**src/hlrp_pkg.sv**
```systemverilog
// ============================================================================
// hlrp_pkg - shared types, constants and helpers of the response parser
// Character codes, status codes, the state encodings and the structs that
// pass between the front end, the command queue and the back end.
// ============================================================================
package hlrp_pkg;

	// Default word buffer depth of one frame
	localparam int MAX_WORDS_DEF = 16;
	// Word counter width, wide enough for the largest supported depth (63)
	localparam int WCNT_W = 6;
	// Depth of the frame-end command queue
	localparam int CMDQ_DEPTH = 2;

	localparam logic [7:0] CH_AT   = 8'h40;
	localparam logic [7:0] CH_CR   = 8'h0D;
	localparam logic [7:0] CH_STAR = 8'h2A;
	localparam logic [7:0] CH_ZERO = 8'h30;
	localparam logic [7:0] CH_R    = 8'h52;
	localparam logic [7:0] CH_W    = 8'h57;

	typedef enum logic [3:0] {
		ST_READ     = 4'd0,
		ST_WRITE    = 4'd1,
		ST_FORMAT   = 4'd2,
		ST_CHECK    = 4'd3,
		ST_ENDCODE  = 4'd4,
		ST_HEADER   = 4'd5,
		ST_LENGTH   = 4'd6,
		ST_HEX      = 4'd7,
		ST_OVERFLOW = 4'd8
	} status_t;

	typedef enum logic [1:0] {
		PH_IDLE,
		PH_HEAD,
		PH_BODY,
		PH_STAR
	} phase_t;

	typedef enum logic [1:0] {
		BK_IDLE,
		BK_READ,
		BK_LOAD,
		BK_STATUS
	} back_state_t;

	typedef struct packed {
		logic [7:0] rx_char;
	} rx_item_t;

	typedef struct packed {
		logic        is_word;
		logic [15:0] word_value;
		logic [3:0]  word_index;
		logic [3:0]  status;
		logic        last;
	} result_t;

	// One finished frame, as handed from the front end to the back end
	typedef struct packed {
		logic              bank;
		logic [WCNT_W-1:0] nwords;
		logic              emit;
		status_t           status;
	} cmd_t;

	typedef struct packed {
		logic              en;
		logic              bank;
		logic [WCNT_W-1:0] idx;
		logic [15:0]       data;
	} word_wr_t;

	typedef struct packed {
		logic en;
		logic bank;
	} done_t;

	// Bit 4 is set when the character is a hex digit of either case
	function automatic logic [4:0] hex_value(input logic [7:0] c);
		logic [4:0] r;
		r = 5'd0;
		if (c >= 8'h30 && c <= 8'h39) begin
			r = {1'b1, 4'(c - 8'h30)};
		end else if (c >= 8'h41 && c <= 8'h46) begin
			r = {1'b1, 4'(c - 8'h37)};
		end else if (c >= 8'h61 && c <= 8'h66) begin
			r = {1'b1, 4'(c - 8'h57)};
		end
		return r;
	endfunction

	function automatic logic [7:0] hex_upper(input logic [3:0] n);
		logic [7:0] r;
		if (n < 4'd10) begin
			r = 8'h30 + {4'd0, n};
		end else begin
			r = 8'h37 + {4'd0, n};
		end
		return r;
	endfunction

	// Keep the lowest error code seen; ST_READ stands for no error yet
	function automatic status_t flag_err(input status_t cur, input status_t code);
		status_t r;
		r = cur;
		if (cur == ST_READ || code < cur) begin
			r = code;
		end
		return r;
	endfunction

endpackage

```
**src/hlrp_chan_if.sv**
```systemverilog
// ============================================================================
// hlrp_chan_if - valid/ready channel
// Carries one payload item per transfer from a source to a sink.
// ============================================================================
interface hlrp_chan_if #(
	parameter type T = logic
);
	logic valid;
	logic ready;
	T     data;

	modport source (output valid, output data, input ready);
	modport sink (input valid, input data, output ready);
endinterface

```
**src/host_link_response_parser_unit.sv**
```systemverilog
// ============================================================================
// host_link_response_parser_unit - Host Link C-mode response frame parser
// Parses received characters into response frames and reports the read
// data words and a final status for each frame.
// ============================================================================
// The unit takes one character per transfer on rx and, for each frame that
// ends with CR, sends on tx the decoded read words (good read frames only)
// followed by one status item with last set. A character is taken in every
// cycle while the front end is free; the front end holds off only when the
// buffer bank it is about to fill still holds a frame not yet drained, or
// when the two-entry command queue is full. The command of a finished frame
// is written into the queue on its CR transfer. From there the back end
// takes the command, then for each word reads the buffer and loads the word
// into the output register, and at last loads the status item; each load
// waits while the output register is full and tx is not ready. The word
// buffer has two banks, so one frame can be parsed while the previous one
// drains.
// ============================================================================
module host_link_response_parser_unit
	import hlrp_pkg::*;
#(
	parameter int MAX_WORDS = MAX_WORDS_DEF
) (
	input  logic        clk,
	input  logic        arst_n,
	hlrp_chan_if.sink   rx,
	hlrp_chan_if.source tx
);

	// Front end to queue: one command per finished frame.
	logic     push;
	cmd_t     push_cmd;
	logic     q_full;
	// Queue to back end.
	logic     cmd_valid;
	cmd_t     cmd;
	logic     pop;
	// Word writes into the buffer, and the back end's report that a bank
	// has been fully drained and may be refilled.
	word_wr_t wr;
	done_t    done;

	hlrp_front #(
		.MAX_WORDS(MAX_WORDS)
	) u_front (
		.clk    (clk),
		.arst_n (arst_n),
		.rx     (rx),
		.q_full (q_full),
		.done   (done),
		.push   (push),
		.cmd    (push_cmd),
		.wr     (wr)
	);

	hlrp_cmd_fifo u_fifo (
		.clk        (clk),
		.arst_n     (arst_n),
		.push       (push),
		.push_cmd   (push_cmd),
		.pop        (pop),
		.head_valid (cmd_valid),
		.head       (cmd),
		.full       (q_full)
	);

	hlrp_back #(
		.MAX_WORDS(MAX_WORDS)
	) u_back (
		.clk       (clk),
		.arst_n    (arst_n),
		.wr        (wr),
		.cmd_valid (cmd_valid),
		.cmd       (cmd),
		.pop       (pop),
		.done      (done),
		.tx        (tx)
	);

`ifndef ASSERT_OFF
	// The front end must never write into the bank being drained.
	a_no_bank_clash: assert property (@(posedge clk) disable iff (!arst_n)
		wr.en && cmd_valid |-> wr.bank != cmd.bank)
		else $error("word write into a bank that is still draining");

	// A bank is released only while its command is at the queue head.
	a_done_with_cmd: assert property (@(posedge clk) disable iff (!arst_n)
		done.en |-> cmd_valid && pop)
		else $error("bank released without a command being retired");

	// Retiring a command always puts its status item on the output.
	a_pop_gives_status: assert property (@(posedge clk) disable iff (!arst_n)
		pop |=> tx.valid && tx.data.last && !tx.data.is_word)
		else $error("command retired without a status transfer");

	// A frame end is never offered to a full queue.
	a_push_not_full: assert property (@(posedge clk) disable iff (!arst_n)
		push |-> !q_full)
		else $error("frame command pushed into a full queue");
`endif

endmodule

```
**src/hlrp_front.sv**
```systemverilog
// ============================================================================
// hlrp_front - character parser
// Accepts one character per transfer, tracks the frame, writes decoded words
// into the current buffer bank and posts a command when the frame ends.
// ============================================================================
module hlrp_front
	import hlrp_pkg::*;
#(
	parameter int MAX_WORDS = MAX_WORDS_DEF
) (
	input  logic        clk,
	input  logic        arst_n,
	hlrp_chan_if.sink   rx,
	input  logic        q_full,
	input  done_t       done,
	output logic        push,
	output cmd_t        cmd,
	output word_wr_t    wr
);

	phase_t            phase_q, phase_d;
	logic [2:0]        pos_q, pos_d;
	logic [7:0]        xor_q, xor_d;
	logic [15:0]       lag_q, lag_d;
	logic [1:0]        lagcnt_q, lagcnt_d;
	logic              rd_q, rd_d;
	status_t           err_q, err_d;
	logic [11:0]       nib_q, nib_d;
	logic [1:0]        ncnt_q, ncnt_d;
	logic [WCNT_W-1:0] wcnt_q, wcnt_d;
	logic              bank_q, bank_d;
	logic [1:0]        busy_q, busy_d;
	logic              take;

	assign rx.ready = !q_full && !busy_q[bank_q];
	assign take     = rx.valid && rx.ready;

	always_comb begin
		logic [7:0] c;
		logic [7:0] d;
		logic [4:0] hv;
		status_t    e;
		c        = rx.data.rx_char;
		d        = lag_q[15:8];
		hv       = hex_value(d);
		e        = err_q;
		phase_d  = phase_q;
		pos_d    = pos_q;
		xor_d    = xor_q;
		lag_d    = lag_q;
		lagcnt_d = lagcnt_q;
		rd_d     = rd_q;
		err_d    = err_q;
		nib_d    = nib_q;
		ncnt_d   = ncnt_q;
		wcnt_d   = wcnt_q;
		bank_d   = bank_q;
		busy_d   = busy_q;
		push     = 1'b0;
		cmd      = '{bank: bank_q, nwords: wcnt_q, emit: 1'b0, status: ST_READ};
		wr       = '{en: 1'b0, bank: bank_q, idx: wcnt_q, data: {nib_q, hv[3:0]}};

		if (done.en) begin
			busy_d[done.bank] = 1'b0;
		end

		if (take) begin
			if (c == CH_AT) begin
				phase_d  = PH_HEAD;
				pos_d    = 3'd0;
				xor_d    = CH_AT;
				lag_d    = 16'd0;
				lagcnt_d = 2'd0;
				rd_d     = 1'b0;
				err_d    = ST_READ;
				nib_d    = 12'd0;
				ncnt_d   = 2'd0;
				wcnt_d   = '0;
			end else if (phase_q == PH_IDLE) begin
				phase_d = PH_IDLE;
			end else if (c == CH_CR) begin
				if (phase_q != PH_STAR) begin
					e = flag_err(e, ST_FORMAT);
				end else if (e == ST_READ && rd_q && ncnt_q != 2'd0) begin
					e = flag_err(e, ST_LENGTH);
				end
				push       = 1'b1;
				cmd.emit   = (e == ST_READ) && rd_q;
				cmd.status = (e != ST_READ) ? e : (rd_q ? ST_READ : ST_WRITE);
				err_d      = e;
				phase_d    = PH_IDLE;
				busy_d[bank_q] = 1'b1;
				bank_d     = !bank_q;
			end else begin
				unique case (phase_q)
					PH_HEAD: begin
						if (c == CH_STAR) begin
							err_d   = flag_err(err_q, ST_FORMAT);
							phase_d = PH_STAR;
						end else begin
							xor_d = xor_q ^ c;
							case (pos_q)
								3'd0, 3'd1: begin
									if (c != CH_ZERO) err_d = flag_err(err_q, ST_FORMAT);
								end
								3'd2, 3'd4: begin
									lag_d = {8'd0, c};
								end
								3'd3: begin
									if (c == CH_R && lag_q == {8'd0, CH_R}) begin
										rd_d = 1'b1;
									end else if (!(c == CH_R && lag_q == {8'd0, CH_W})) begin
										err_d = flag_err(err_q, ST_HEADER);
									end
								end
								default: begin
									if (c != CH_ZERO || lag_q != {8'd0, CH_ZERO}) begin
										err_d = flag_err(err_q, ST_ENDCODE);
									end
								end
							endcase
							if (pos_q >= 3'd5) begin
								phase_d  = PH_BODY;
								lag_d    = 16'd0;
								lagcnt_d = 2'd0;
							end else begin
								pos_d = pos_q + 3'd1;
							end
						end
					end
					PH_BODY: begin
						if (c == CH_STAR) begin
							if (lagcnt_q < 2'd2) begin
								err_d = flag_err(err_q, ST_FORMAT);
							end else if (lag_q[15:8] != hex_upper(xor_q[7:4]) ||
									lag_q[7:0] != hex_upper(xor_q[3:0])) begin
								err_d = flag_err(err_q, ST_CHECK);
							end
							phase_d = PH_STAR;
						end else begin
							if (lagcnt_q == 2'd2) begin
								// Oldest lagged character is now known to be data
								xor_d = xor_q ^ d;
								if (rd_q) begin
									if (!hv[4]) e = flag_err(e, ST_HEX);
									ncnt_d = ncnt_q + 2'd1;
									nib_d  = {nib_q[7:0], hv[3:0]};
									if (ncnt_q == 2'd3) begin
										nib_d = 12'd0;
										if (wcnt_q < WCNT_W'(MAX_WORDS)) begin
											wr.en  = 1'b1;
											wcnt_d = wcnt_q + 1'b1;
										end else begin
											e = flag_err(e, ST_OVERFLOW);
										end
									end
									err_d = e;
								end
							end else begin
								lagcnt_d = lagcnt_q + 2'd1;
							end
							lag_d = {lag_q[7:0], c};
						end
					end
					PH_STAR: begin
						err_d = flag_err(err_q, ST_FORMAT);
					end
					default: begin
						phase_d = PH_IDLE;
					end
				endcase
			end
		end
	end

	always_ff @(posedge clk or negedge arst_n) begin
		if (!arst_n) begin
			phase_q  <= PH_IDLE;
			pos_q    <= 3'd0;
			xor_q    <= 8'd0;
			lag_q    <= 16'd0;
			lagcnt_q <= 2'd0;
			rd_q     <= 1'b0;
			err_q    <= ST_READ;
			nib_q    <= 12'd0;
			ncnt_q   <= 2'd0;
			wcnt_q   <= '0;
			bank_q   <= 1'b0;
			busy_q   <= 2'b00;
		end else begin
			phase_q  <= phase_d;
			pos_q    <= pos_d;
			xor_q    <= xor_d;
			lag_q    <= lag_d;
			lagcnt_q <= lagcnt_d;
			rd_q     <= rd_d;
			err_q    <= err_d;
			nib_q    <= nib_d;
			ncnt_q   <= ncnt_d;
			wcnt_q   <= wcnt_d;
			bank_q   <= bank_d;
			busy_q   <= busy_d;
		end
	end

endmodule

```
**src/hlrp_cmd_fifo.sv**
```systemverilog
// ============================================================================
// hlrp_cmd_fifo - frame-end command queue
// A short first-in first-out queue of finished-frame commands.
// ============================================================================
module hlrp_cmd_fifo
	import hlrp_pkg::*;
(
	input  logic clk,
	input  logic arst_n,
	input  logic push,
	input  cmd_t push_cmd,
	input  logic pop,
	output logic head_valid,
	output cmd_t head,
	output logic full
);

	localparam int PW = (CMDQ_DEPTH > 1) ? $clog2(CMDQ_DEPTH) : 1;

	cmd_t          entry_q [CMDQ_DEPTH];
	logic [PW-1:0] wptr_q;
	logic [PW-1:0] rptr_q;
	logic [PW:0]   count_q;
	logic          do_push;
	logic          do_pop;

	assign head_valid = count_q != '0;
	assign full       = count_q == (PW+1)'(CMDQ_DEPTH);
	assign head       = entry_q[rptr_q];
	assign do_push    = push && !full;
	assign do_pop     = pop && head_valid;

	always_ff @(posedge clk) begin
		if (do_push) begin
			entry_q[wptr_q] <= push_cmd;
		end
	end

	always_ff @(posedge clk or negedge arst_n) begin
		if (!arst_n) begin
			wptr_q  <= '0;
			rptr_q  <= '0;
			count_q <= '0;
		end else begin
			if (do_push) begin
				wptr_q <= (wptr_q == PW'(CMDQ_DEPTH - 1)) ? '0 : wptr_q + 1'b1;
			end
			if (do_pop) begin
				rptr_q <= (rptr_q == PW'(CMDQ_DEPTH - 1)) ? '0 : rptr_q + 1'b1;
			end
			count_q <= count_q + (PW+1)'(do_push) - (PW+1)'(do_pop);
		end
	end

endmodule

```
**src/hlrp_back.sv**
```systemverilog
// ============================================================================
// hlrp_back - result sequencer
// Holds the two-bank word buffer and, per queued command, sends the stored
// words of a good read frame, then the status item, via a registered output.
// ============================================================================
module hlrp_back
	import hlrp_pkg::*;
#(
	parameter int MAX_WORDS = MAX_WORDS_DEF
) (
	input  logic        clk,
	input  logic        arst_n,
	input  word_wr_t    wr,
	input  logic        cmd_valid,
	input  cmd_t        cmd,
	output logic        pop,
	output done_t       done,
	hlrp_chan_if.source tx
);

	localparam int IW    = (MAX_WORDS > 1) ? $clog2(MAX_WORDS) : 1;
	localparam int DEPTH = 2 ** (IW + 1);

	logic [15:0]       mem [DEPTH];
	logic [15:0]       rd_data_q;
	back_state_t       state_q, state_d;
	logic [WCNT_W-1:0] cnt_q, cnt_d;
	logic              out_valid_q;
	result_t           out_q;
	logic              out_free;
	logic              rd_en;
	logic              load;
	result_t           load_item;

	always_ff @(posedge clk) begin
		if (wr.en) begin
			mem[{wr.bank, wr.idx[IW-1:0]}] <= wr.data;
		end
		if (rd_en) begin
			rd_data_q <= mem[{cmd.bank, cnt_q[IW-1:0]}];
		end
	end

	assign out_free = !out_valid_q || tx.ready;

	always_comb begin
		state_d   = state_q;
		cnt_d     = cnt_q;
		rd_en     = 1'b0;
		load      = 1'b0;
		pop       = 1'b0;
		done      = '{en: 1'b0, bank: cmd.bank};
		load_item = '{is_word: 1'b0, word_value: 16'd0, word_index: 4'd0,
			status: cmd.status, last: 1'b1};
		unique case (state_q)
			BK_IDLE: begin
				if (cmd_valid) begin
					cnt_d   = '0;
					state_d = (cmd.emit && cmd.nwords != '0) ? BK_READ : BK_STATUS;
				end
			end
			BK_READ: begin
				rd_en   = 1'b1;
				state_d = BK_LOAD;
			end
			BK_LOAD: begin
				load_item = '{is_word: 1'b1, word_value: rd_data_q,
					word_index: cnt_q[3:0], status: ST_READ, last: 1'b0};
				if (out_free) begin
					load    = 1'b1;
					cnt_d   = cnt_q + 1'b1;
					state_d = (cnt_q + 1'b1 == cmd.nwords) ? BK_STATUS : BK_READ;
				end
			end
			BK_STATUS: begin
				if (out_free) begin
					load    = 1'b1;
					pop     = 1'b1;
					done.en = 1'b1;
					state_d = BK_IDLE;
				end
			end
			default: begin
				state_d = BK_IDLE;
			end
		endcase
	end

	always_ff @(posedge clk or negedge arst_n) begin
		if (!arst_n) begin
			state_q     <= BK_IDLE;
			cnt_q       <= '0;
			out_valid_q <= 1'b0;
		end else begin
			state_q <= state_d;
			cnt_q   <= cnt_d;
			if (load) begin
				out_valid_q <= 1'b1;
			end else if (tx.ready) begin
				out_valid_q <= 1'b0;
			end
		end
	end

	always_ff @(posedge clk) begin
		if (load) begin
			out_q <= load_item;
		end
	end

	assign tx.valid = out_valid_q;
	assign tx.data  = out_q;

endmodule

```
**src/flat_wrapper.sv**
```systemverilog
// flat-port wrapper written by rule: the top's interface ports become plain ports
module host_link_response_parser_unit_flat import hlrp_pkg::*;
#(
	parameter int MAX_WORDS = MAX_WORDS_DEF
)
  (clk, arst_n, rx_valid, rx_data, rx_ready, tx_valid, tx_data, tx_ready);
  hlrp_chan_if #(.T(rx_item_t)) rx_i ();
  hlrp_chan_if #(.T(result_t)) tx_i ();
  input  logic clk;
  input  logic arst_n;
  input wire logic [$bits(rx_i.valid)-1:0] rx_valid;
  input wire logic [$bits(rx_i.data)-1:0] rx_data;
  output wire logic [$bits(rx_i.ready)-1:0] rx_ready;
  output wire logic [$bits(tx_i.valid)-1:0] tx_valid;
  output wire logic [$bits(tx_i.data)-1:0] tx_data;
  input wire logic [$bits(tx_i.ready)-1:0] tx_ready;
  assign rx_i.valid = rx_valid;
  assign rx_i.data = rx_data;
  assign rx_ready = rx_i.ready;
  assign tx_valid = tx_i.valid;
  assign tx_data = tx_i.data;
  assign tx_i.ready = tx_ready;
  host_link_response_parser_unit #(.MAX_WORDS(MAX_WORDS)) u_core (.clk(clk), .arst_n(arst_n), .rx(rx_i), .tx(tx_i));
endmodule
```
**config.mk**
```make
export PLATFORM = sky130hd
export DESIGN_NAME = host_link_response_parser_unit_flat
export DESIGN_NICKNAME = d
export VERILOG_FILES = /design/src/hlrp_pkg.sv /design/src/hlrp_chan_if.sv /design/src/host_link_response_parser_unit.sv /design/src/hlrp_front.sv /design/src/hlrp_cmd_fifo.sv /design/src/hlrp_back.sv /design/src/flat_wrapper.sv
export SDC_FILE = /design/constraint.sdc
export NUM_CORES = 1
export LEC_CHECK = 0
export BUFFER_PORTS_ARGS = -buffer_cell sky130_fd_sc_hd__buf_2
export CAP_MARGIN = 10
export CORE_MARGIN = 5
export CORE_UTILIZATION = 60
export CTS_CLUSTER_DIAMETER = 50
export DETAILED_ROUTE_END_ITERATION = 16
export PLACE_DENSITY = 0.85
export SYNTH_ARGS = -nofsm -noshare
export SYNTH_HDL_FRONTEND = slang
export SYNTH_SLANG_ARGS = --single-unit
export TNS_END_PERCENT = 10
```
**constraint.sdc**
```tcl
create_clock -name clk -period 7.5 [get_ports clk]
set_clock_uncertainty 0.05 [all_clocks]
set_input_delay 0.375 -clock clk [delete_from_list [all_inputs] [get_ports clk]]
set_output_delay 0.375 -clock clk [all_outputs]
set_load 0.02 [all_outputs]
```
### Yosys cells after proc, flatten, opt, wreduce, memory -nomap -nowiden

Memories as Yosys holds them, arrays and structs flattened. A register that Yosys moved wholly into a read port is not among the register bits.
Cells that the tools add are included.

* bits in registers: 98
* memory bits (writable): 536
* bits of input ports: 12
* output and inout bits: 28
* logic and storage cells: 366
* memories kept: 2

Memory list
* u_core.u_back.mem: words 32, width 16, rd ports 1, clocked after memory_dff 1, wr ports 1, RTL line hlrp_back.sv:24 `logic [15:0] mem [DEPTH];`
* u_core.u_fifo.entry_q: words 2, width 12, rd ports 1, clocked after memory_dff 0, wr ports 1, RTL line hlrp_cmd_fifo.sv:20 `cmd_t entry_q [CMDQ_DEPTH];`

* add/subtract/negate cells: 16
* order comparisons: 22
* equal/unequal tests: 52
* mux-type cells: 178
* bitwise gates (word level): 7
* reductions and logical operators: 66

Operators by type and width (count)
* $mux W8: 20
* $mux W4: 38
* $mux W16: 7
* $mux W12: 8
* $mux W6: 11
* $mux W2: 30
* $ne A6 B6 Y1 const B: 7
* $mux W1: 38
* $mux W5: 7
* $eq A16 B7 Y1 const B: 2
* $pmux W16 S2: 1
* $add A6 B4 Y7 const A: 4
* $reduce_and A7 Y1: 4
* $mux W26: 1
* $pmux W4 S3: 2
* $reduce_bool A2 Y1: 12
* $ne A5 B5 Y1 const B: 4
* $mux W3: 6
* $eq A8 B7 Y1 const B: 2
* $ge A8 B7 Y1 const B: 2
* $le A8 B7 Y1 const B: 2
* $lt A3 B4 Y1 const A: 4
* $ne A16 B6 Y1 const B: 1
* $ne A8 B8 Y1: 2
* 62 further kinds: 126

### Longest topological paths before layout

* depth in word-level cells: 26
* depth in mapped cells: 10
* mapped depth without buffers: 10

### Cells and area by module

A second synthesis with hierarchy kept.

* cells, all modules: 1544
* area total of the unflattened synthesis: 27083.5 um^2

By module, submodules not included
* hlrp_back: instances 1, cells each 1010, area an instance 21913.5 um^2, sequential area each 16861.2 um^2
* hlrp_front: instances 1, cells each 479, area an instance 4101.4 um^2, sequential area each 1476.4 um^2
* hlrp_cmd_fifo: instances 1, cells each 55, area an instance 1068.5 um^2, sequential area each 820.8 um^2

### Least setup slack after synthesis

No wires, ideal clock.

* kind: register to register
* from: reg u_core.u_front.phase_q[0]
* to: mem u_core.u_back.mem[28][0], enable pin
* library setup time: 0.388 ns
* data arrival time: 2.831 ns
* data required time: 7.062 ns
* setup slack: 4.231 ns
* cell stages (with the launch flop): 11
* buffers on the path: 2
* clock period less this slack: 3.269 ns
* cell sequence: dfrtp_1 -> inv_1 -> ha_1 -> clkbuf_8 -> inv_1 -> a21oi_1 -> clkbuf_1 -> nand2_1 -> nor4_1 -> nand2_1 -> nor2_1

* word-level cells in the longest chain between the ends: 8
* elaborated cells on any way between the ends: 9
* those cells by class: eq/ne (1); mux (7); reduce/logical (1)

RTL lines
* start, declared: RTL line hlrp_front.sv:21 `phase_t phase_q, phase_d;`
* start signal, assigned: RTL line hlrp_front.sv:191 `phase_q <= phase_d;`
* $eq A2 B2 Y1: RTL line hlrp_front.sv:95 `unique case (phase_q)`
* $mux W1: RTL line hlrp_front.sv:95
* $mux W1: RTL line hlrp_front.sv:81 `end else if (c == CH_CR) begin`
* $mux W1 (*): RTL line hlrp_front.sv:79 `end else if (phase_q == PH_IDLE) begin`
* $mux W1 (*): RTL line hlrp_front.sv:68 `if (c == CH_AT) begin`
* $mux W1 (*): RTL line hlrp_front.sv:67 `if (take) begin`
* $mux W1 (*): RTL line hlrp_back.sv:36 `if (wr.en) begin`
* $mux W1 (not written as such) (*): RTL line hlrp_back.sv:37 `mem[{wr.bank, wr.idx[IW-1:0]}] <= wr.data;`
* end, declared: RTL line hlrp_back.sv:24

Every way passes the cells marked *; elsewhere a longest branch is shown, timed or not.

### Worst setup path after layout

* from: reg u_core.u_front.phase_q[0]
* to: mem u_core.u_back.mem[5][0], enable pin

The elaborated chain is that of the path after synthesis.

==> run metrics <==
status=complete, no violations; total wire length=around 67,000 um; Comb power frac=roughly 20%; TritonCTS Buffers=66; CP Class=reg -> reg; WL/cell=30.47 um; buffers added on ports=39; initial core utilization=60.42%; sequential power share=between 40% and 50%; vias=about 15,000; Rel. slew slack=between 15 and 20%; Fin Setup TNS=0 ns; cts hold-fix bufs=1; RSZ-0062 raised after global routing=false; CP max stage cell=nor2_2; critical path fanouts, max=18; Crit path buffers/inverters=2; core area=between 40,000 and 50,000 sq um; NetSw=between 2 and 3 mW; VDD IR-drop max=around 330 uV; R2R cell count=8; Post-synth EDFFs=about 580; nets=between 1,500 and 2,000; Clock transition at path regs=around 0.06 ns; Leak=just under 10 nW; largest net degree at the start of global routing=approximately 140; worst setup path startpoint=u_core.u_front.phase_q[0]$_DFFE_PN0P_; Area Growth Syn to Fin=12.47%; post_cts resized=0; Max Clk Rate=0.1976 GHz; Pre-Repair DR Iteration Count=8; GRT Overall Usage=between 20% and 30%; Setup-failing EPs final=0; average size of a mapped cell=between 15 and 20 sq um; die height=between 200 and 250 um; crit path DAT=5.20 ns; Placer Congestion=about 0.92; Mapped Area=26,600 sq um; layout cells sized above 1=23.65%; dpl hpwl=37,330 um; final hold vios=0; Synth Register Bits=650; Post-synth ARST share=11.08%; CTS root buffer=clkbuf_16; clock sinks=650; Slew Limit Fails=0; grt ovf=0; crit-path cells=inv_1, ha_1, inv_1, a21oi_1, nand2_1, nor4_1, nand2_1, nor2_2; initial antenna violation count=2; worst r2r src=u_core.u_front.phase_q[0]$_DFFE_PN0P_; Reg-to-Reg End=u_core.u_back.mem[5][0]$_DFFE_PP_; CTS tree=built; YS warnings=0; Worst path max stage delay=around 1 ns; sw frac=between 20 and 30%; setup slack after layout=~2.4 ns; hold path depth=3; initial DRC count=roughly 2,300; Cell Int Power=between 6 and 7 mW; setup slack on the worst flop-to-flop path=between 2 and 2.5 ns; Post-CTS Setup Repair Bufs=0; IO Pins=40; Crit path max-delay family=simple AND/OR/NAND/NOR gates; Slew @ Worst Pin=between 1 and 1.5 ns; sequential element share of the synthesized area=72.02%; Cell Rows=77; CTS max path bufs=3; CP Launch Type=register; PD cells=328.1 nW/um^2; first-pass GRT wire length=between 90,000 and 100,000 um; ys flop type=edfxtp_1; drt via density=6.708; Tmin final=5.060 ns; H-tree depth=3; Required @ worst endpoint=7.64 ns; min-delay src=rx_data[0]; Yosys cell types=76; vias in the first global route=about 15,000; full die area=between 40,000 and 50,000 sq um; Setup Slack @ Placement=between 2 and 2.5 ns; Max Cap Viol=0; die width=220.6 um; Gate Count Post-Synth=about 1,500; Hold Crit Class=in -> reg; Clock power frac=between 30% and 40%; DRC viols=0; Clock Latency Late Sink=just under 0.6 ns; Mapped Nets=1,500; antenna viol nets, final=0; CP endpoint kind=register; Final Cycle Share=67.46%; WHS Endpoint=u_core.u_front.lag_q[0]$_DFFE_PN0P_
[worst register-to-register path, delay by kind of cell, from the launching register on]
kind	cells	cell delay [ns]
adder cells (fa/ha/maj)	1	0.67
buffers and inverters	2	0.40
AND/OR/NAND/NOR	4	2.38
flip-flops	1	0.42
AO/OA/AOI/OAI	1	0.76
[cells in the mapped netlist, drive strengths merged, types with 3 or more instances]
cell	number	share of area [%]
nand3	29	0.55
a211oi	3	0.13
mux4	160	14
nor3	14	0.26
nand2b	6	0.14
nor2	93	1.3
a32oi	3	0.099
nor2b	8	0.19
and2	26	0.61
clkbuf	43	0.65
nand2	93	1.3
o22ai	4	0.094
dfrtp	72	6.8
xor2	13	0.43
or4b	3	0.13
mux2i	23	0.87
nor4	5	0.14
buf	26	0.46
nor4b	7	0.25
nand3b	4	0.11
ha	24	1.1
xnor2	16	0.53
nand4bb	3	0.13
a32o	3	0.11
a22o	16	0.53
a31oi	4	0.094
o31ai	5	0.14
or4	3	0.085
and3	4	0.11
o21a	4	0.11
a21oi	23	0.43
edfxtp	578	65
inv	39	0.55
or3	7	0.16
nand4	10	0.24
o21ai	57	1.1
[metrics by stage]
| step | power, mW | instance area, sq um | cells | hold slack [ns] | util [%] |
|---|---|---|---|---|---|
| after detailed placement | 6.517 | 27570 | 2059 | 0.4302 | 62.62 |
| after CTS | 9.838 | 29770 | 2179 | 0.06220 | 67.61 |
| final | 9.817 | 29920 | 2188 | 0.08395 | 67.95 |
| after global placement | 6.454 | 27570 | 2059 | 0.4243 | 62.62 |
| after global routing | 10.22 | 29910 | 2186 | 0.09779 | 67.94 |
| after floorplan | 5.945 | 26600 | 1464 | 0.02941 | - |
[cell type report]
class / count / area (sq um)
Antenna cell: 2 / 5.005
Clock buffer: 78 / 1770
Clock inverter: 41 / 415.4
Fill cell: 2605 / 14110
Inverter: 39 / 146.4
Multi-Input combinational cell: 706 / 7061
Sequential cell: 650 / 19170
Tap cell: 592 / 740.7
Timing Repair Buffer: 80 / 611.8
[worst max path at each step]
stage,slack [ns],cells after the start,to
floorplan,4.23,10,u_core.u_back.mem[28][0]$_DFFE_PP_
global placement,2.49,8,u_core.u_back.mem[16][5]$_DFFE_PP_
detailed placement,2.24,8,u_core.u_back.mem[16][9]$_DFFE_PP_
CTS,2.24,8,u_core.u_back.mem[16][5]$_DFFE_PP_
global route,2.19,8,u_core.u_back.mem[5][0]$_DFFE_PP_
finish,2.44,8,u_core.u_back.mem[5][0]$_DFFE_PP_
[logic make-up (layout without fill, tap and decap cells)]
logic type / count (synthesis) / count (layout) / synth area share (%)
compound gates: 142 / 142 / 3.594
xor+xnor: 29 / 29 / 0.9548
fa+ha+maj: 24 / 24 / 1.129
buf+inv: 108 / 238 / 1.660
flops: 650 / 650 / 72.02
mux: 185 / 185 / 14.50
other cells: 0 / 2 / 0
simple gates: 326 / 326 / 6.143
[placed cells by master (no fill, tap or decap), types with 16 or more instances in the layout]
cell,synthesis,layout
dfrtp_1,72,68
buf_2,11,38
a22o_1,16,16
inv_1,37,37
nor2_1,92,81
a21oi_1,23,21
and2_1,26,26
nand2_1,93,93
clkbuf_16,0,69
buf_4,1,34
o21ai_0,53,52
mux2i_1,23,22
mux4_2,160,160
nand3_1,29,29
edfxtp_1,578,578
ha_1,24,24
xnor2_1,16,16
[power by group through the flow]
stage	Clock, mW	Sequential (mW)	Combinational (mW)
6_report	3.33	4.48	2.01
5_1_grt	3.54	4.51	2.17
4_1_cts	3.35	4.48	2.01
3_5_place_dp	0	4.54	1.98
3_3_place_gp	0	4.54	1.92
2_1_floorplan	0	4.43	1.51
[flip-flops by register name (all words and copies together) (netlist names)]
name,count
u_core.u_front.err_q,4
u_core.u_back.rd_data_q,16
u_core.u_back.mem,512
u_core.u_back.state_q,2
u_core.u_fifo.entry_q,24
u_core.u_front.pos_q,3
u_core.u_front.rd_q,1
u_core.u_fifo.rptr_q,1
u_core.u_front.ncnt_q,2
u_core.u_front.wcnt_q,6
u_core.u_front.bank_q,1
u_core.u_fifo.count_q,2
u_core.u_back.tx.data,26
u_core.u_front.busy_q,2
u_core.u_front.nib_q,12
u_core.u_front.xor_q,8
u_core.u_front.lagcnt_q,2
u_core.u_back.cnt_q,6
u_core.u_front.lag_q,16
u_core.u_front.phase_q,2
u_core.u_fifo.wptr_q,1
u_core.u_back.tx.valid,1
[per-layer routing]
layer  vias to the layer above  global-route usage [%]  share of wire, %
met5                         -                       0             0.016
met4                         2                   10.44               3.9
met3                       151                   5.021               9.2
met2                      1008                   46.28                52
met1                      7529                   36.81                35
li1                       5988                       -                 -
Note: power is estimated with default switching activity, not from simulation.
